===== config.mk =====
export PLATFORM = sky130hd
export DESIGN_NAME = vrfh_front
export DESIGN_NICKNAME = d
export VERILOG_FILES = /design/src/sv/vrfh_pkg.sv /design/src/sv/vrfh_front.sv
export SDC_FILE = /design/constraint.sdc
export NUM_CORES = 1
export LEC_CHECK = 0
export BUFFER_PORTS_ARGS = -buffer_cell sky130_fd_sc_hd__buf_2
export CAP_MARGIN = 20
export CORE_AREA = 4 4 162 164
export DETAILED_ROUTE_END_ITERATION = 7
export DIE_AREA = 0 0 166 168
export GPL_TIMING_DRIVEN = 0
export PLACE_DENSITY_LB_ADDON = 0.15
export SLEW_MARGIN = 20
export SYNTH_ARGS = -nofsm -noshare
export SYNTH_HDL_FRONTEND = slang
export SYNTH_SLANG_ARGS = --single-unit

===== constraint.sdc =====
create_clock -name vclk -period 1.15
set_input_delay 0.23 -clock vclk [all_inputs]
set_output_delay 0.23 -clock vclk [all_outputs]
set_load 0.02 [all_outputs]

===== src/sv/vrfh_pkg.sv =====
// Shared types and constants of the voxel ray first-hit block.
package vrfh_pkg;

    localparam int DIR_W  = 16;
    localparam int POS_W  = 32;
    localparam int DIST_W = 32;
    localparam int IDX_W  = 6;
    localparam int DIV_W  = 31;
    localparam int T_W    = 49;
    localparam logic [T_W-1:0] T_INF = '1;

    typedef enum logic
    {
        OP_WRITE = 1'b0,
        OP_CAST  = 1'b1
    } op_t;

    typedef struct packed
    {
        op_t                          op;
        logic                         solid;
        logic [2:0][POS_W-1:0]        cur;
        logic [2:0][DIR_W-1:0]        dir;
        logic [2:0][15:0]             frac;
        logic [DIST_W-1:0]            maxd;
    } item_t;

    typedef struct packed
    {
        logic clearing;
        logic result_loaded;
    } back_status_t;

endpackage


===== src/sv/vrfh_front.sv =====
// Front end: takes input transactions and turns them into queue entries.
module vrfh_front (
    input  logic               operation,
    input  logic [5:0]         voxel_x,
    input  logic [5:0]         voxel_y,
    input  logic [5:0]         voxel_z,
    input  logic               voxel_solid,
    input  logic [31:0]        origin_x,
    input  logic [31:0]        origin_y,
    input  logic [31:0]        origin_z,
    input  logic [15:0]        dir_x,
    input  logic [15:0]        dir_y,
    input  logic [15:0]        dir_z,
    input  logic [31:0]        max_distance,
    output vrfh_pkg::item_t    item
);
    import vrfh_pkg::*;

    logic [2:0][POS_W-1:0] org;
    logic [2:0][IDX_W-1:0] vox;

    assign org = {origin_z, origin_y, origin_x};
    assign vox = {voxel_z, voxel_y, voxel_x};

    always_comb
    begin
        item.op    = op_t'(operation);
        item.solid = voxel_solid;
        item.dir   = {dir_z, dir_y, dir_x};
        item.maxd  = max_distance;
        for (int a = 0; a < 3; a++)
        begin
            item.frac[a] = org[a][15:0];
            // A cast starts in the voxel that holds its origin (floor of Q16.16).
            if (operation == OP_CAST)
            begin
                item.cur[a] = {{16{org[a][31]}}, org[a][31:16]};
            end
            else
            begin
                item.cur[a] = {{(POS_W-IDX_W){1'b0}}, vox[a]};
            end
        end
    end
endmodule


; Word level (Yosys, flattened, before mapping)
; Cells that the tools add are included.
[totals]
register_bits = 0
in_bits = 196
output_inout_bits = 226
wordCells = 3
[op_classes]
n_mux = 3
[op_table]
columns = operator, n
row1 = $mux W32, 3

; Depth between registers and ports, before layout
; Gate-level depths: netlist of the first run.
[logic_depth]
depth_word = 1
mapped_depth = 3

; Worst setup path after synthesis of the first run
; Ideal clock, no wire load.
[synth_timing]
path_type = input-to-output
from = input port operation
to = output port item[144] (netlist bit)
t_arrival_ns = 1.099
slack_ns = -0.179
path_stages = 3
path_cell_list = buf_2 > and2_1 > buf_4
[synth_rtl]
columns = element, line
row1 = "start, declared", vrfh_front.sv:3  ; input logic operation,
row2 = "end, declared", vrfh_front.sv:15  ; output vrfh_pkg::item_t item

==> key figures, run 1 <==
Finish
  • CLK BUF: 0
  • Util after Layout: 0.1488
  • Reg area: 0 um^2
  • NumNets Final: a little over 700
  • Number of antenna diodes: 0
  • Post-Layout Inst Area: 0.003704 mm^2
  • Fillcell total: slightly below 3000
  • Area grow syn2layout: 108.5%
  • Layout cells sized above 1: 0.9487
  • Seq cells: 0

Die
  • Initial Util: 0.07138
  • Chip height: 168 um
  • Top Ports: approximately 420
  • Die area: 0.02789 mm^2
  • Die width: 166 um
  • Row cnt: 58
  • Core box area: around 0.025 mm^2

Flow run
  • Maxcap violations: 0

Route
  • Total number of vias: 2238
  • Routed Wire Length: 8956 um
  • DR WL/cell: 10.46 um
  • Remaining routing DRC violations: 0
  • Vias per cell: 2.614
  • Antenna viol nets, final: 0
  • Drt pass-1 iters: 4
  • DRT iter0 DRCs: 10

Yosys
  • Synthesis Warnings: 0
  • Area leader, netlist: buf_4
  • Mapped Nets: between 400 and 500
  • Syn Std Cell Area: 0.001777 mm^2
  • Sequential area share after synthesis: 0
  • Synthesized instance count: roughly 230
  • Synth cell types: 5
  • Mean post-synth cell area: 7.691 um^2
  • Yosys top cell area share: 0.7521
  • Top post-synthesis cells by area: buf_4 75%, mux2_2 11%, and2_1 11%

STA
  • Setup violators final: 0
  • Slew @ Worst Pin: 137.5 ps
  • Crit path time final: between 1000 and 1500 ps
  • Final worst path period share: 0.9449
  • Max-slew headroom: 0.9089
  • Hold Vio Cnt, Final: 0
  • RSZ-0062 raised after global routing: no
  • Hold slack: 677.4 ps
  • Slew Viols, Final: 0
  • FMAX: 0.9203 GHz
  • Setup Total Neg Slack: 0 ps

Place
  • Placement-stage cell area: 0.003655 mm^2
  • Number of port buffers: 292
  • Dpl hpwl: about 8300 um
  • Placer Congestion: 0.6750

Power and ir drop
  • Pwr dens: 467.2 mW/mm^2
  • Total Power: 1.730 mW
  • Maximum vdd drop: 129.5 uV
  • Leak: 2.292 nW

Global routing
  • First-pass GRT wire length: approximately 12000 um
  • Gr usage total: 0.05420
  • Total grt overflow: 0
  • Vias in the first global route: 2213
  • Antenna violations before repair: 0
  • Largest net degree at the start of global routing: 14

Worst setup path
  • Worst path arrival time: 860 ps
  • CP Class: input port to primary output
  • Worst setup SP type: input port
  • WP data required: between 900 and 1000 ps
  • Max FO, Critical Path: 10
  • Crit path capture type: primary output

Min path
  • Hold path endpoint: item[11]
  • Hold Crit Class: input port to primary output
  • Worst hold path depth: 2
  • Hold Crit Start: max_distance[11]

Run status
  • Status: complete, no violations
cell usage after synthesis:
library cell and number:
buf_6 4, and2_1 30, buf_4 178, mux2_2 18, buf_2 1
layout by cell type, fill, tap and decap left out:
master  count
and2_1     27
and2_4      6
buf_12      1
buf_2     292
buf_4     178
buf_6       4
mux2_2     17
mux2_4      1
layout make-up:
class                           instances  area (um^2)  area share
Buffer                                183         1401      0.3784
Multi-Input combinational cell         51        427.9      0.1155
Tap cell                              330        412.9      0.1115
Timing Repair Buffer                  292         1461      0.3946
kinds of logic after synthesis:
logic type,after synthesis,share of synthesized area
buffers and inverters,183,0.7803
multiplexers,18,0.1141
AND/OR/NAND/NOR,30,0.1056
worst max-delay path, cell delays in order:
cell	delay (ps)
buf_6	130
mux2_2	340
buf_2	160
stage by stage:
step	std cells	worst slack, ps
finish	856	63.36
global route	856	1.523
CTS	856	27.02
detailed placement	853	-240.3
global placement	853	-237.0
floorplan	231	24.21
worst max path at each step:
stage,from,end,slack [ps],depth (start not counted)
5_1_grt,operation,item[153],2,4
2_1_floorplan,operation,item[144],20,3
4_1_cts,operation,item[161],30,3
3_3_place_gp,operation,item[153],-240,4
3_5_place_dp,operation,item[153],-240,4
6_report,operation,item[197],60,3
per-layer routing:
metal	GRT usage	wire length, um	vias up
met4	0.004663	91	0
met1	0.05113	2600	911
met3	0.009627	906	6
met5	0	0	-
li1	-	-	1124
met2	0.1218	5356	197
power by group:
| group | switching (mW) | total (mW) | internal [mW] |
|---|---|---|---|
| combinational | 0.891 | 1.73 | 0.839 |
| clock | 0 | 0 | 0 |
| sequential | 0 | 0 | 0 |
| total | 0.891 | 1.73 | 0.839 |
what timing repair did:
action                                  in CTS  in global routing
pin swaps                                    3                  0
endpoints found under the hold margin        0                  0
hold buffers                                 0                  0
cloned                                       3                  0
endpoints found under the setup margin      52                  1
buffers inserted                             0                  0
resized for setup                           10                  1
(Power assumes the default switching activity.)
==> run 2, diff against run 1 <==
--- a/config.mk
+++ b/config.mk
@@ -10,7 +10,7 @@
 export CORE_AREA = 4 4 162 164
 export DETAILED_ROUTE_END_ITERATION = 7
 export DIE_AREA = 0 0 166 168
-export GPL_TIMING_DRIVEN = 0
+export GPL_TIMING_DRIVEN = 1
 export PLACE_DENSITY_LB_ADDON = 0.15
 export SLEW_MARGIN = 20
 export SYNTH_ARGS = -nofsm -noshare
==> key figures, run 2 (synthesis gave the netlist of run 1 again) <==
Run status
  • Status: finished, violations left (was complete, no violations)
  • Failing checks: negative setup slack

Power and ir drop
  • Leak: 1.156 nW (was 2.292 nW)
  • Total Power: 1.001 mW (was 1.730 mW)
  • Maximum vdd drop: 154.9 uV (was 129.5 uV)
  • Pwr dens: 450.7 mW/mm^2 (was 467.2 mW/mm^2)

STA
  • Setup Total Neg Slack: -415.8 ps (was 0 ps)
  • RSZ-0062 raised after global routing: yes (was no)
  • Crit path time final: 1181 ps (was 1087 ps)
  • FMAX: 0.8466 GHz (was 0.9203 GHz)
  • Slew @ Worst Pin: 124.2 ps (was 137.5 ps)
  • Setup violators final: 18 (was 0)
  • Hold Vio Cnt, Final: 0 (unchanged)
  • Hold slack: 460.0 ps (was 677.4 ps)
  • Max-slew headroom: 0.9172 (was 0.9089)
  • Final worst path period share: 1.027 (was 0.9449)
  • Setup ws final: -31.19 ps (was 63.36 ps)
  • Slew Viols, Final: 0 (unchanged)

Worst setup path
  • Worst path arrival time: 950 ps (was 860 ps)
  • CP startpoint: operation (unchanged)
  • WP data required: 920 ps (about the same)
  • Worst setup SP type: input port (unchanged)
  • CP Class: input port to primary output (unchanged)
  • Crit path capture type: primary output (unchanged)
  • Max FO, Critical Path: 8 (was 10)

Global routing
  • First-pass GRT wire length: 8397 um (was 12310 um)
  • Largest net degree at the start of global routing: 18 (was 14)
  • Antenna violations before repair: 1 (was 0)
  • Gr usage total: 0.03874 (was 0.05420)
  • Vias in the first global route: 1274 (was 2213)
  • Total grt overflow: 0 (unchanged)

Place
  • Setup WS pre-CTS: -148.7 ps (was -240.3 ps)
  • Number of port buffers: 164 (was 292)
  • Dpl hpwl: 4886 um (was 8322 um)
  • Placer Congestion: 0.6354 (was 0.6750)

Finish
  • Most frequent cells in the layout: 121 x buf_2, 41 x buf_6, 26 x and2_4 (was 292 x buf_2, 178 x buf_4, 27 x and2_1)
  • Seq cells: 0 (unchanged)
  • Fillcell total: 2893 (was 2882)
  • Layout cells sized above 1: 0.9818 (was 0.9487)
  • NumNets Final: 418 (was 724)
  • Reg area: 0 um^2 (unchanged)
  • Area grow syn2layout: 25.00% (was 108.5%)
  • Most common cell after layout, fill and taps aside: buf_2 (unchanged)
  • Number of antenna diodes: 0 (unchanged)
  • CLK BUF: 0 (unchanged)
  • Util after Layout: 0.08922 (was 0.1488)

Die
  • Core box area: 0.02489 mm^2 (unchanged)
  • Chip height: 168 um (unchanged)
  • Row cnt: 58 (unchanged)
  • Die area: 0.02789 mm^2 (unchanged)
  • Initial Util: 0.07138 (unchanged)
  • Top Ports: 422 (unchanged)
  • Die width: 166 um (unchanged)

Route
  • Vias per cell: 2.129 (was 2.614)
  • Total number of vias: 1171 (was 2238)
  • Remaining routing DRC violations: 0 (unchanged)
  • Routed Wire Length: 6245 um (was 8956 um)
  • Drt pass-1 iters: 2 (was 4)
  • DRT iter0 DRCs: 5 (was 10)
  • DR WL/cell: 11.35 um (was 10.46 um)
  • Antenna viol nets, final: 0 (unchanged)

Min path
  • Hold Crit Class: input port to primary output (unchanged)
  • Hold Crit Start: dir_y[9] (was max_distance[11])

Flow run
  • Maxcap violations: 0 (unchanged)
run 2: cell types whose count changed in the layout (fill, tap and decap cells not counted), sizes merged:
cell    before  now
buf        475  170
clkbuf       0    1
and2        33   30
bufbuf       0    1
run 2: area by class of cell:
class	instances	area (um^2)	share of cell area
multi-input combinational	48	523.0	0.2355
tap	330	412.9	0.1859
timing repair buffer	172	1285	0.5786
run 2: repair_timing:
action,in CTS,in global routing
hold buffers,0,0
gates resized for setup,82,57
buffers inserted,1,0
gates cloned,3,1
pin swaps,0,0
setup endpoints to repair,79,91
run 2: worst paths after layout:
kind	end	depth (start not counted)
hold / removal	item[105]	0
setup / recovery	item[164]	4
run 2: power breakdown:
| part | total (mW) | internal, mW | switching (mW) |
|---|---|---|---|
| clock network | 0 | 0 | 0 |
| logic | 1.00 | 0.523 | 0.479 |
| registers | 0 | 0 | 0 |
run 2: worst max-delay path, cell delays in order:
cell and delay [ps]:
buf_16 130, buf_16 150, mux2_4 300, buf_6 130
run 2: routing by layer:
metal  GRT usage  vias to the layer above  wire length, um
li1            -                      512                -
met1     0.04135                      506             2057
met2     0.07031                      103             3218
met3     0.01033                       50              631
met4     0.01973                        0              337
met5           0                        -                0
run 2: metrics by stage:
stage / instance area, um^2 / cells
6_report: 2221 / 550
5_1_grt: 2221 / 550
4_1_cts: 2029 / 549
3_5_place_dp: 1675 / 545
3_3_place_gp: 1675 / 545
2_1_floorplan: 1780 / 231
==> run 3, diff against run 2 <==
--- a/config.mk
+++ b/config.mk
@@ -7,11 +7,11 @@
 export LEC_CHECK = 0
 export BUFFER_PORTS_ARGS = -buffer_cell sky130_fd_sc_hd__buf_2
 export CAP_MARGIN = 20
-export CORE_AREA = 4 4 162 164
+export CORE_AREA = 4 4 160 162
 export DETAILED_ROUTE_END_ITERATION = 7
-export DIE_AREA = 0 0 166 168
+export DIE_AREA = 0 0 164 166
 export GPL_TIMING_DRIVEN = 1
-export PLACE_DENSITY_LB_ADDON = 0.15
+export PLACE_DENSITY = 0.35
 export SLEW_MARGIN = 20
 export SYNTH_ARGS = -nofsm -noshare
 export SYNTH_HDL_FRONTEND = slang
==> constraint.sdc (replaced) <==
create_clock -name vclk -period 1.1
set_input_delay 0.22 -clock vclk [all_inputs]
set_output_delay 0.22 -clock vclk [all_outputs]
set_load 0.02 [all_outputs]
==> key figures, run 3 (synthesis gave the netlist of run 1 again) <==
Run status
  • Status: finished, violations left (unchanged)
  • Failing checks: negative setup slack (unchanged)

Finish
  • Util after Layout: 0.08694 (was 0.08922)
  • Layout cells sized above 1: 0.9045 (was 0.9818)
  • CLK BUF: 0 (unchanged)
  • Reg area: 0 um^2 (unchanged)
  • Most frequent cells in the layout: 106 x buf_2, 30 x buf_6, 28 x buf_4 (was 121 x buf_2, 41 x buf_6, 26 x and2_4)
  • Most common cell after layout, fill and taps aside: buf_2 (unchanged)
  • Seq cells: 0 (unchanged)
  • Number of antenna diodes: 0 (unchanged)
  • NumNets Final: 418 (unchanged)
  • Area grow syn2layout: 17.96% (was 25.00%)
  • Post-Layout Cell Count: 544 (was 550)

Power and ir drop
  • Pwr dens: 465.6 mW/mm^2 (was 450.7 mW/mm^2)
  • Maximum vdd drop: 143.5 uV (was 154.9 uV)
  • Leak: 1.066 nW (was 1.156 nW)

Die
  • Die width: 164 um (was 166 um)
  • Top Ports: 422 (unchanged)
  • Row cnt: 57 (was 58)
  • Initial Util: 0.07370 (was 0.07138)
  • Chip height: 166 um (was 168 um)
  • Core box area: 0.02411 mm^2 (was 0.02489 mm^2)
  • Die area: 0.02722 mm^2 (was 0.02789 mm^2)

Global routing
  • Total grt overflow: 0 (unchanged)
  • Gr usage total: 0.04322 (was 0.03874)
  • First-pass GRT wire length: 8749 um (was 8397 um)
  • Antenna violations before repair: 0 (was 1)
  • Largest net degree at the start of global routing: 22 (was 18)
  • Vias in the first global route: 1249 (was 1274)

Worst setup path
  • Max FO, Critical Path: 9 (was 8)
  • Critical path, cell by cell: buf_12 -> buf_12 -> mux2_4 -> buf_6 (was buf_16 -> buf_16 -> mux2_4 -> buf_6)
  • CP Class: input port to primary output (unchanged)
  • Worst setup SP type: input port (unchanged)
  • Crit path capture type: primary output (unchanged)
  • CP max stage cell: mux2_4 (unchanged)
  • Worst path arrival time: 950 ps (about the same)
  • WP data required: 880 ps (was 920 ps)
  • Crit-path max cell delay: 310 ps (was 300 ps)
  • Most Frequent Cell on Critical Path: buf_12 (was buf_16)

Route
  • Remaining routing DRC violations: 0 (unchanged)
  • Antenna viol nets, final: 0 (unchanged)
  • Routed Wire Length: 7285 um (was 6245 um)
  • DRT iter0 DRCs: 8 (was 5)
  • Total number of vias: 1271 (was 1171)
  • Vias per cell: 2.336 (was 2.129)
  • DR WL/cell: 13.39 um (was 11.35 um)
  • Drt pass-1 iters: 4 (was 2)

STA
  • FMAX: 0.8527 GHz
  • Slew Viols, Final: 0 (unchanged)
  • Slew @ Worst Pin: 173.4 ps (was 124.2 ps)
  • Hold slack: 440.0 ps (was 460.0 ps)
  • Final worst path period share: 1.066
  • Max-slew headroom: 0.8844 (was 0.9172)
  • Hold Vio Cnt, Final: 0 (unchanged)
  • RSZ-0062 raised after global routing: yes (unchanged)
  • Setup ws final: -72.71 ps (was -31.19 ps)
  • Crit path time final: 1173 ps
  • Setup violators final: 52 (was 18)

Flow run
  • Maxcap violations: 0 (unchanged)

Place
  • Setup WS pre-CTS: -217.9 ps (was -148.7 ps)
  • Number of port buffers: 164 (unchanged)
  • Placed insts: 539 (was 545)
  • Dpl hpwl: 5716 um (was 4886 um)
  • Placer Congestion: 0.5931 (was 0.6354)

Min path
  • Hold Crit Class: input port to primary output (unchanged)
[run 3: changes by cell type in the layout (fill, tap and decap cells not counted), moves of 2 or more]
cell | before | now
buf_6 | 41 | 30
mux2_2 | 0 | 5
and2_4 | 26 | 11
buf_12 | 2 | 4
buf_4 | 1 | 28
buf_16 | 3 | 1
mux2_4 | 18 | 13
and2_1 | 4 | 21
buf_2 | 121 | 106
buf_8 | 2 | 0
[run 3: critical path, delay by kind of cell]
| family | cells | cell delay, ps |
|---|---|---|
| buf+inv | 3 | 410 |
| mux | 1 | 310 |
[run 3: where the power goes]
| group | internal (mW) | switching (mW) | leakage, nW |
|---|---|---|---|
| logic | 0.487 | 0.489 | 1.07 |
| registers | 0 | 0 | 0 |
| clock network | 0 | 0 | 0 |
| total | 0.487 | 0.489 | 1.07 |
[run 3: final timing paths]
| check | from | end | slack [ps] | depth (start not counted) |
|---|---|---|---|---|
| worst max-delay path | operation | item[133] | -70 | 4 |
| worst min-delay path | dir_z[7] | item[119] | 440 | 0 |
[run 3: layout make-up]
cell class	instances	area (um^2)
Tap cell	324	405.4
Timing Repair Buffer	170	1211
Fill cell	2858	22010
Multi-Input combinational cell	50	479.2
[run 3: through the flow]
step                      setup TNS, ps  power, mW  instance area [um^2]
after floorplan                  -278.0      1.238                  1780
after global placement           -13160     0.7660                  1680
after detailed placement         -14280     0.7656                  1680
after CTS                         -3137     0.9029                  1902
after global routing              -4747      1.040                  2096
final                             -2139     0.9757                  2096
[run 3: per-layer routing]
layer  part of all wire  vias up  global-route usage
met4              0.096        2             0.03939
met3               0.20       76             0.03301
met5             0.0082        -             0.01636
li1                   -      513                   -
met2               0.40      189             0.06022
met1               0.29      491             0.03900
[run 3: timing repair]
action | in CTS | in global routing
setup endpoints to repair | 90 | 90
resized for setup | 58 | 58
cloned | 3 | 1
pin swaps | 2 | 4
buffers inserted | 1 | 0
hold buffers | 0 | 0
