[src/sv/vrfh_pkg.sv]
// Shared types and constants of the voxel ray first-hit block.
package vrfh_pkg;

    localparam int DIR_W  = 16;
    localparam int POS_W  = 32;
    localparam int DIST_W = 32;
    localparam int IDX_W  = 6;
    localparam int DIV_W  = 31;
    localparam int T_W    = 49;
    localparam logic [T_W-1:0] T_INF = '1;

    typedef enum logic
    {
        OP_WRITE = 1'b0,
        OP_CAST  = 1'b1
    } op_t;

    typedef struct packed
    {
        op_t                          op;
        logic                         solid;
        logic [2:0][POS_W-1:0]        cur;
        logic [2:0][DIR_W-1:0]        dir;
        logic [2:0][15:0]             frac;
        logic [DIST_W-1:0]            maxd;
    } item_t;

    typedef struct packed
    {
        logic clearing;
        logic result_loaded;
    } back_status_t;

endpackage

[src/sv/vrfh_queue.sv]
// Two-entry queue of classified items between the front and back ends.
module vrfh_queue (
    input  logic            clk,
    input  logic            rst_n,
    input  logic            wr,
    input  vrfh_pkg::item_t wdata,
    input  logic            rd,
    output vrfh_pkg::item_t rdata,
    output logic            q_full,
    output logic            q_empty
);
    import vrfh_pkg::*;

    localparam int DEPTH = 2;
    localparam int PW    = $clog2(DEPTH);

    item_t           slot_reg [DEPTH];
    logic [PW-1:0]   wptr_reg;
    logic [PW-1:0]   rptr_reg;
    logic [PW:0]     count_reg;

    assign q_full  = (count_reg == (PW+1)'(DEPTH));
    assign q_empty = (count_reg == '0);
    assign rdata   = slot_reg[rptr_reg];

    always_ff @(posedge clk)
    begin
        if (wr)
        begin
            slot_reg[wptr_reg] <= wdata;
        end
    end

    always_ff @(posedge clk or negedge rst_n)
    begin
        if (!rst_n)
        begin
            wptr_reg  <= '0;
            rptr_reg  <= '0;
            count_reg <= '0;
        end
        else
        begin
            if (wr)
            begin
                wptr_reg <= wptr_reg + 1'b1;
            end
            if (rd)
            begin
                rptr_reg <= rptr_reg + 1'b1;
            end
            if (wr && !rd)
            begin
                count_reg <= count_reg + 1'b1;
            end
            else if (rd && !wr)
            begin
                count_reg <= count_reg - 1'b1;
            end
        end
    end
endmodule

[config.mk]
export PLATFORM = sky130hd
export DESIGN_NAME = vrfh_queue
export DESIGN_NICKNAME = d
export VERILOG_FILES = /design/src/sv/vrfh_pkg.sv /design/src/sv/vrfh_queue.sv
export SDC_FILE = /design/constraint.sdc
export NUM_CORES = 1
export LEC_CHECK = 0
export ABC_AREA = 1
export ABC_CLOCK_PERIOD_IN_PS = 11900
export BUFFER_PORTS_ARGS = -buffer_cell sky130_fd_sc_hd__clkbuf_2
export CAP_MARGIN = 25
export CORE_MARGIN = 2
export CORE_UTILIZATION = 35
export CTS_BUF_LIST = sky130_fd_sc_hd__clkbuf_8
export DETAILED_ROUTE_END_ITERATION = 10
export PLACE_DENSITY = 0.68
export SETUP_SLACK_MARGIN = 0.3
export SLEW_MARGIN = 20
export SYNTH_ARGS = -nofsm -noshare
export SYNTH_HDL_FRONTEND = slang
export SYNTH_SLANG_ARGS = --single-unit
[constraint.sdc]
create_clock -name clk -period 11.9 [get_ports clk]
set_input_delay 1.19 -clock clk [delete_from_list [all_inputs] [get_ports clk]]
set_output_delay 1.19 -clock clk [all_outputs]
set_load 0.005 [all_outputs]
### Word-level counts from Yosys, hierarchy flattened

Memories as Yosys holds them, arrays and structs flattened.
Index checks and enable logic that the tools add are counted.

* register bits: 4
* latch bits: 0
* memory bits (writable): 452
* memory bits (read-only): 0
* input port bits: 230
* output and inout bits: 228
* memories: 1

* add/sub/neg operators: 4
* multiply operators: 0
* div/mod/pow operators: 0
* $lt $le $gt $ge: 0
* equal/unequal tests: 1
* shifts and indexed selects: 0
* muxes and demuxes: 4
* bitwise logic cells: 0
* reduce and logical (&&, ||, !) cells: 6

Memory list
* slot_reg: words 2, width 226, read ports 1, clocked after Yosys merged registers in 0, wr ports 1, RTL line vrfh_queue.sv:17 `item_t slot_reg [DEPTH];`

Operators by type and width (count)
* $mux 2: 2
* $add 1x1->1 const B: 2
* $add 2x1->2 const B: 1
* $eq 2x2->1 const B: 1
* $logic_and 1x1->1: 2
* $logic_not 1->1: 2
* $logic_not 2->1: 1
* $mux 1: 2
* $reduce_bool 2->1: 1
* $sub 2x1->2 const B: 1

### Depth between registers and ports, before layout

Gate-level depths: netlist (run 1).

* depth in word-level cells: 4
* mapped depth: 7
* depth with buffers taken out: 7

### Worst setup path before layout (run 1)

OpenSTA, ideal clock, no wires.

* path type: input port to flip-flop
* start: input port wr
* end: memory slot_reg[0][0] (netlist name), enable pin
* setup time: 823 ps
* arrival time: 10672 ps
* slack: 405 ps
* cell stages on the path: 2
* path buffers: 0
* cells stage by stage: inv_1 nor2_1

* cells in the longest elaborated chain, start to end: 2

RTL lines
* from (decl): RTL line vrfh_queue.sv:5 `input logic wr,`
* $mux 1: RTL line vrfh_queue.sv:28 `if (wr)`
* $mux 1 (implied by the code): RTL line vrfh_queue.sv:30 `slot_reg[wptr_reg] <= wdata;`
* to (decl): RTL line vrfh_queue.sv:17

Every way passes these cells.

==> results.cfg, run 1 <==
[run_status]
status = complete, no violations

[timing]
fin_ws_ns = 7.11
finalSetupViolations = 0
fin_crit_sh = 0.402
tightest_slew_ns = 1.00
fin_setup_tns_ns = 0
slew_headroom = 0.330
finalHoldViolCount = 0
rsz0062_at_grt = no
fmax_mhz = 209
worst_hold_slack_ns = 0.345
slew_viol_final = 0
clock_skew_ns = 0.0287
period_needed_ns = 4.79

[finish]
finalNetCount = 1479
regArea_um2 = 13700
final_area_um2 = 21000
nFillCells = 4103
fin_cells = 1901
postLayoutCoreUtil = 0.449
largest_reg_flops = 452
multiInputGateArea_um2 = 2750
final_cell_mix = clkbuf_2, edfxtp_1, mux2_2, clkbuf_8
drive_above_1_share = 0.608
syn_to_final_growth_pct = 26.1
layout_commonest_cell = clkbuf_2
num_antenna_cells = 0

[placed_design]
place_hpwl_mm = 22.7
dpl_cell_area_um2 = 19600
routabilityCongestion = 0.777
dpl.cell_count = 1776
port_buffers = 457
post-place-ws_ns = 7.69

[worst_setup_path]
reg2reg_depth = 3
cp_common_cell = buf_4
worstSetupPathType = flop to output pin
arrival_ns = 3.60
cp_cell_sequence = buf_4, buf_4, mux2_2, clkbuf_2
reg2reg_slack_ns = 9.58
cp-startpoint = rptr_reg
critical_path.startpoint_type = flop
critPathMaxStageDelay_ns = 0.87
crit_family = buffers and inverters
path_buf_inv = 3
crit_slowest_cell = buf_4
path_depth = 4
critPathMaxFanout = 67
worstPathRequired_ns = 10.71
worst_r2r_endpoint = slot_reg[1][85]
r2r_start = wptr_reg
end_kind = output pin

[clock_tree]
postCtsSetupBuffers = 0
clk_pin_slew_ns = 0.06
postCtsResizedCells = 0
worstSkewPairLatency_ns = 0.65
cts_tree = done
cts_max_level = 3
cts_buffers = 75
ctsHoldBuffers = 0
cts-root-buf = clkbuf_8
max-clock-path-buffers = 3
clkSinkCount = 456

[power_and_ir_drop]
p_total_mw = 4.71
p_leak_nw = 8.11
power_density_nw_per_um2 = 225
ir_worst_vdd_mv = 0.133

[die]
die_area_um2 = 49200
die_h_um = 222
io-pin-count = 458
start_util = 0.356
die_width_um = 222
fp.coreArea_um2 = 46700
rows = 79

[global_route]
grt_pass1_vias = 9345
groute.usage.overall = 0.137
antenna_found_initial = 0
grt_pass1_wl_mm = 51.7
grt_overflow = 0
grt_max_degree = 84

[routing]
via_count = 8537
ant_nets = 0
wl_mm = 34.1
drt_iter0_drc = 371
viasPerCell = 4.49
wl_per_cell_um = 18.0
dr.pass1.iters = 6
drc = 0

[logic_synthesis]
synth_area_leaders = edfxtp_1, mux2_2, mux2_4
syn-instance-count = 728
synth_nets = 959
ys_types = 15
synth_seq_cells = 456
synth_top_cell_area_share = 0.817
synth_top_area_cell = edfxtp_1
yosysWarnings = 0
avgSynthCellArea_um2 = 22.8
syn_area_um2 = 16600
ys_seq_area_frac = 0.823

[flow_run]
max-cap-violations = 0

[min_path]
hp-class = primary input to async pin
==> layout make-up <==
class,instances,area share
repair buffers,468,0.115
inverters,7,0.00161
well taps,607,0.0362
clock inverters,45,0.0119
flip-flops and latches,456,0.653
multi-input cells,240,0.131
clock buffers,78,0.0512
==> synth_stat cells (all sizes together) <==
cell	n
edfxtp	452
nor2	3
buf	25
ha	1
xor2	2
nand2	5
mux2	226
xnor2	1
nand3	1
nand4	1
dfrtp	4
inv	7
==> worst max-delay path by stage <==
stage / to / slack, ns
3_3_place_gp: rdata[63] / 7.68
6_report: rdata[84] / 7.11
2_1_floorplan: slot_reg[0][0] / 0.41
4_1_cts: rdata[63] / 6.90
3_5_place_dp: rdata[84] / 7.69
5_1_grt: rdata[17] / 6.82
==> routing by layer <==
metal / wire [um] / vias up / share of wire / global-route usage
met5: 0 / - / 0 / 0
met1: 12400 / 4172 / 0.36 / 0.144
met3: 3100 / 69 / 0.091 / 0.0569
li1: - / 3950 / - / -
met2: 17600 / 346 / 0.52 / 0.238
met4: 1010 / 0 / 0.030 / 0.0654
==> power by group <==
group | total [mW] | internal (mW) | switching (mW)
clock network | 1.22 | 0.645 | 0.578
logic | 1.26 | 0.638 | 0.627
registers | 2.23 | 2.13 | 0.0945
==> cells by family (layout without fill, tap and decap cells) <==
| family | Yosys count | after routing | synth area share |
|---|---|---|---|
| adders and majority gates | 1 | 1 | 0.000753 |
| and+or+nand+nor | 10 | 10 | 0.00249 |
| DFF | 456 | 456 | 0.823 |
| buffers and inverters | 32 | 598 | 0.0123 |
| muxes | 226 | 226 | 0.160 |
| xor gates and xnor gates | 3 | 3 | 0.00158 |
(Power assumes the default switching activity.)
==> run 2: changes to the inputs <==
- ABC_AREA: 1 -> 0
- ABC_CLOCK_PERIOD_IN_PS: 11900 -> 4300
- PLACE_DENSITY: 0.68 -> 0.7
- clock period: 11.9 -> 4.3 ns (I/O delays scaled with it)
==> run 2 against run 1 <==
Effect of this change: non-clock buffer count is 243 higher; clock-buffer cell count fell by 1; global-route usage grew 2.0 points; worst setup slack got worse by 5.9 ns; register-to-register slack got worse by 7.3 ns; flip-flop and latch count unchanged; final cell count up 13%; the run now ends with design-rule violations left; synthesized cell count fell by 1.2%; power grew to 2.9 times the previous value.
==> results.cfg, run 2 <==
[die]
rows = 79
start_util = 0.356
io-pin-count = 458
fp.coreArea_um2 = 46700
die_width_um = 222
die_h_um = 222
die_area_um2 = 49200

[flow_run]
max-cap-violations = 0

[worst_setup_path]
cp_cell_sequence = buf_4, mux2_2, clkbuf_2
worstPathRequired_ns = 3.87
critPathMaxFanout = 60
crit_slowest_cell = dfrtp_4
arrival_ns = 2.70
end_kind = output pin
critical_path.startpoint_type = flop
worstSetupPathType = flop to output pin
critPathMaxStageDelay_ns = 1.06

[finish]
largest_reg_flops = 452
syn_to_final_growth_pct = 40.9
final_cell_mix = clkbuf_2, edfxtp_1, dlygate4sd3_1, mux2_2, clkbuf_8
nFillCells = 3727
final_area_um2 = 23400
postLayoutCoreUtil = 0.501
num_antenna_cells = 0
finalNetCount = 1713
drive_above_1_share = 0.521
layout_commonest_cell = clkbuf_2
fin_cells = 2147

[logic_synthesis]
synth_edf_count = 452
synthFlopType = edfxtp_1
avgSynthCellArea_um2 = 23.1
synth_top_cell_area_share = 0.818
synth_top_area_cell = edfxtp_1
synth_compound_area_frac = 0
yosysMostFrequentCell = edfxtp_1
yosysWarnings = 0
synth_area_leaders = edfxtp_1, mux2_2, mux2_4
syn_area_um2 = 16600
synth_nets = 950
postSynth.asyncResetShare = 0.00877
synth_fa_ha_area_frac = 0.000754
synth_common_cells = edfxtp_1, mux2_2, mux2_4, buf_4, buf_2
synth_top_family_by_area = multiplexers
yosys.area_share.simple = 0.00158
ys_seq_area_frac = 0.824
syn-instance-count = 719
synth_seq_cells = 456
synth_xor_area_frac = 0.00264
ys_types = 14
synth_mux_area_frac = 0.160

[power_and_ir_drop]
power_density_nw_per_um2 = 577
ir_worst_vdd_mv = 0.405
p_total_mw = 13.5
p_leak_nw = 9.13

[clock_tree]
max-clock-path-buffers = 3
cts_tree = done
cts_buffers = 75
worstSkewPairLatency_ns = 0.64
cts_max_level = 3
postCtsSetupBuffers = 0
clkSinkCount = 456
cts-root-buf = clkbuf_8
clk_pin_slew_ns = 0.06

[routing]
via_count = 9694
wl_per_cell_um = 18.4
drt_iter0_drc = 460
drc = 25
viasPerCell = 4.52
wl_mm = 39.5
dr.pass1.iters = 7
ant_nets = 0

[global_route]
antenna_found_initial = 0
grt_max_degree = 65
grt_pass1_vias = 10800
groute.usage.overall = 0.157
grt_pass1_wl_mm = 59.5
grt_overflow = 0

[timing]
fmax_mhz = 320
slew_headroom = 0.358
tightest_slew_ns = 0.963
rsz0062_at_grt = no
slew_viol_final = 0
finalSetupViolations = 0
finalHoldViolCount = 0
fin_ws_ns = 1.17
clock_skew_ns = 0.0219
fin_setup_tns_ns = 0
fin_crit_sh = 0.727
worst_hold_slack_ns = 0.144
period_needed_ns = 3.13

[placed_design]
dpl.cell_count = 1782
port_buffers = 457
dpl_cell_area_um2 = 19700
place_hpwl_mm = 24.3
post-place-ws_ns = 1.84
routabilityCongestion = 0.794

[min_path]
hp-class = primary input to async pin

[run_status]
violations = design-rule violations
status = finished, violations left
[run 2: repair_timing]
action                                 4_1_cts  5_1_grt
hold buffers                               229        0
setup endpoints to repair                    0        0
gates resized for setup                      0        0
endpoints found under the hold margin      458        0
[run 2: cells by family (layout without fill, tap and decap cells)]
family	after synthesis	count (layout)
xor+xnor	5	5
flops	456	456
simple gates	5	5
mux	226	226
buf+inv	26	847
fa+ha+maj	1	1
[run 2: worst max-delay path: cells and delay by family, from the launching register on]
| family | cells | cell delay [ns] |
|---|---|---|
| buffers and inverters | 2 | 0.55 |
| flip-flops | 1 | 1.06 |
| multiplexers | 1 | 0.38 |
[run 2: layout make-up]
cell class	instances	area, um^2	area share
clock buffers	77	1060	0.0453
clock inverters	58	282	0.0120
inverters	1	3.75	0.000161
multi-input cells	237	2750	0.118
flip-flops and latches	456	13700	0.585
well taps	607	759	0.0325
repair buffers	711	4850	0.208
[run 2: final timing paths]
path / cells after the start / from / end / slack, ns
max reg2reg: 2 / wptr_reg / slot_reg[1][170] / 2.27
min reg2reg: 1 / count_reg[1] / count_reg[1] / 0.54
min: 2 / rst_n / count_reg[1] / 0.14
max: 3 / rptr_reg / rdata[210] / 1.17
max in group asynchronous: 2 / rst_n / rptr_reg / 4.01
min in group clk: 2 / wdata[202] / slot_reg[1][202] / 0.52
[run 2: power breakdown]
| part | total [mW] | internal, mW | switching, mW |
|---|---|---|---|
| Sequential | 6.22 | 5.89 | 0.332 |
| Clock | 3.40 | 1.73 | 1.67 |
| Combinational | 3.86 | 1.99 | 1.86 |
[run 2: routing by layer]
metal | global-route usage | routed length, um | vias up
li1 | - | - | 4417
met1 | 0.173 | 15000 | 4809
met2 | 0.274 | 20300 | 375
met3 | 0.0469 | 2670 | 93
met4 | 0.0846 | 1550 | 0
met5 | 0 | 0 | -
==> run 3: changes to the inputs <==
- ABC_AREA: 0 -> 1
- ABC_CLOCK_PERIOD_IN_PS: 4300 -> 3030
- PLACE_DENSITY: 0.7 -> 0.68
- clock period: 4.3 -> 3.03 ns (I/O delays scaled with it)
==> run 3 against run 2 <==
Effect of this change: the flow now finishes without violations; non-clock buffer count is 5 higher; critical endpoint is now rdata[102]; critical path type unchanged; clock power is 49% higher; die area is 0.12% higher; clock-buffer cell count is 4 higher; highest routed layer unchanged.
==> results.cfg, run 3 (synthesis results as in run 1) <==
[run_status]
status = complete, no violations

[finish]
largest_reg_flops = 452
fin_cells = 2167
nFillCells = 3769
regArea_um2 = 13700
finalNetCount = 1728
final_cell_mix = clkbuf_2, edfxtp_1, dlygate4sd3_1, mux2_2, clkbuf_8
syn_to_final_growth_pct = 42.2
multiInputGateArea_um2 = 2750
layout_commonest_cell = clkbuf_2
postLayoutCoreUtil = 0.506
drive_above_1_share = 0.522

[routing]
via_count = 9696
drt_iter0_drc = 479
wl_mm = 38.5
ant_nets = 0
dr.pass1.iters = 6
drc = 0
viasPerCell = 4.47
wl_per_cell_um = 17.8

[global_route]
groute.usage.overall = 0.154
grt_pass1_vias = 10600
grt_overflow = 0
grt_pass1_wl_mm = 58.1
antenna_found_initial = 1
grt_max_degree = 103

[timing]
fin_crit_sh = 0.836
finalSetupViolations = 0
fmax_mhz = 395
fin_ws_ns = 0.495
finalHoldViolCount = 0
slew_viol_final = 0
rsz0062_at_grt = no
period_needed_ns = 2.53
tightest_slew_ns = 0.654
clock_skew_ns = 0.0311
slew_headroom = 0.564

[clock_tree]
max-clock-path-buffers = 3
cts-root-buf = clkbuf_8
postCtsResizedCells = 0
cts_tree = done
clkSinkCount = 456
clk_pin_slew_ns = 0.07
worstSkewPairLatency_ns = 0.65
cts_buffers = 76
cts_max_level = 3

[flow_run]
max-cap-violations = 0

[placed_design]
port_buffers = 457
place_hpwl_mm = 24.7
post-place-ws_ns = 1.04
dpl.cell_count = 1795
routabilityCongestion = 0.765

[die]
io-pin-count = 458
die_width_um = 222
die_area_um2 = 49200
die_h_um = 222
start_util = 0.356
fp.coreArea_um2 = 46700
rows = 79

[worst_setup_path]
worstPathRequired_ns = 2.73
reg2reg_depth = 3
critical_path.startpoint_type = flop
end_kind = output pin
worstSetupPathType = flop to output pin
critPathMaxFanout = 33
arrival_ns = 2.23

[min_path]
worst_hold_path.num_cells = 2
hp-class = primary input to flop

[power_and_ir_drop]
p_leak_nw = 9.25
ir_worst_vdd_mv = 0.633
power_density_nw_per_um2 = 825
## run 3: changes by cell type in the layout (fill, tap and decap cells not counted), moves of 2 or more
cell	delta
buf_4	-3
clkinv_2	+4
clkbuf_8	+4
clkinv_1	+2
xor2_1	-2
nand2_1	+4
buf_12	+6
## run 3: area by class of cell
type	count	area share
antenna	1	0.000106
clock buffer	81	0.0472
clock inverter	59	0.0131
inverter	7	0.00127
multi-input combinational	240	0.116
sequential	456	0.579
tap	607	0.0321
timing repair buffer	716	0.211
## run 3: path summary, 6_finish.rpt
path | slack, ns | start | endpoint
hold reg to reg | 0.52 | count_reg[1] | count_reg[1]
setup reg to reg | 1.33 | wptr_reg | slot_reg[1][131]
hold / removal | 0.38 | wdata[32] | slot_reg[1][32]
min in group asynchronous | 0.58 | rst_n | rptr_reg
max in group asynchronous | 2.25 | rst_n | count_reg[1]
setup / recovery | 0.50 | rptr_reg | rdata[102]
## run 3: timing repair
| action | 4_1_cts | 5_1_grt |
|---|---|---|
| hold buffers | 230 | 0 |
| endpoints found under the hold margin | 459 | 0 |
| buffers inserted | 1 | 0 |
| endpoints found under the setup margin | 87 | 0 |
## run 3: power breakdown
group          switching (mW)  leakage, nW  internal (mW)
clock                    2.40        0.807           2.65
combinational            2.76         4.15           2.96
sequential              0.371         4.29           8.36
## run 3: worst max-delay path, cell delays in order, from the launching register on
cell and delay (ns):
dfrtp_4 0.75, buf_12 0.28, mux2_2 0.37, clkbuf_2 0.12
## run 3: metal layers
layer | vias up | global-route usage | wire length [um]
met2 | 365 | 0.270 | 19900
met1 | 4782 | 0.166 | 14500
met3 | 92 | 0.0484 | 2710
met4 | 0 | 0.0791 | 1340
met5 | - | 0 | 0
li1 | 4457 | - | -
## run 3: stage by stage
| step | instance area, um^2 | power [mW] | TNS (ns) | hold slack (ns) |
|---|---|---|---|---|
| 2_1_floorplan | 16600 | 11.9 | -542.30 | 0.00741 |
| 3_3_place_gp | 19900 | 14.2 | 0 | 0.119 |
| 3_5_place_dp | 19900 | 14.3 | 0 | 0.126 |
| 4_1_cts | 23600 | 19.7 | 0 | 0.280 |
| 5_1_grt | 23600 | 20.4 | 0 | 0.329 |
| 6_report | 23600 | 19.5 | 0 | 0.382 |
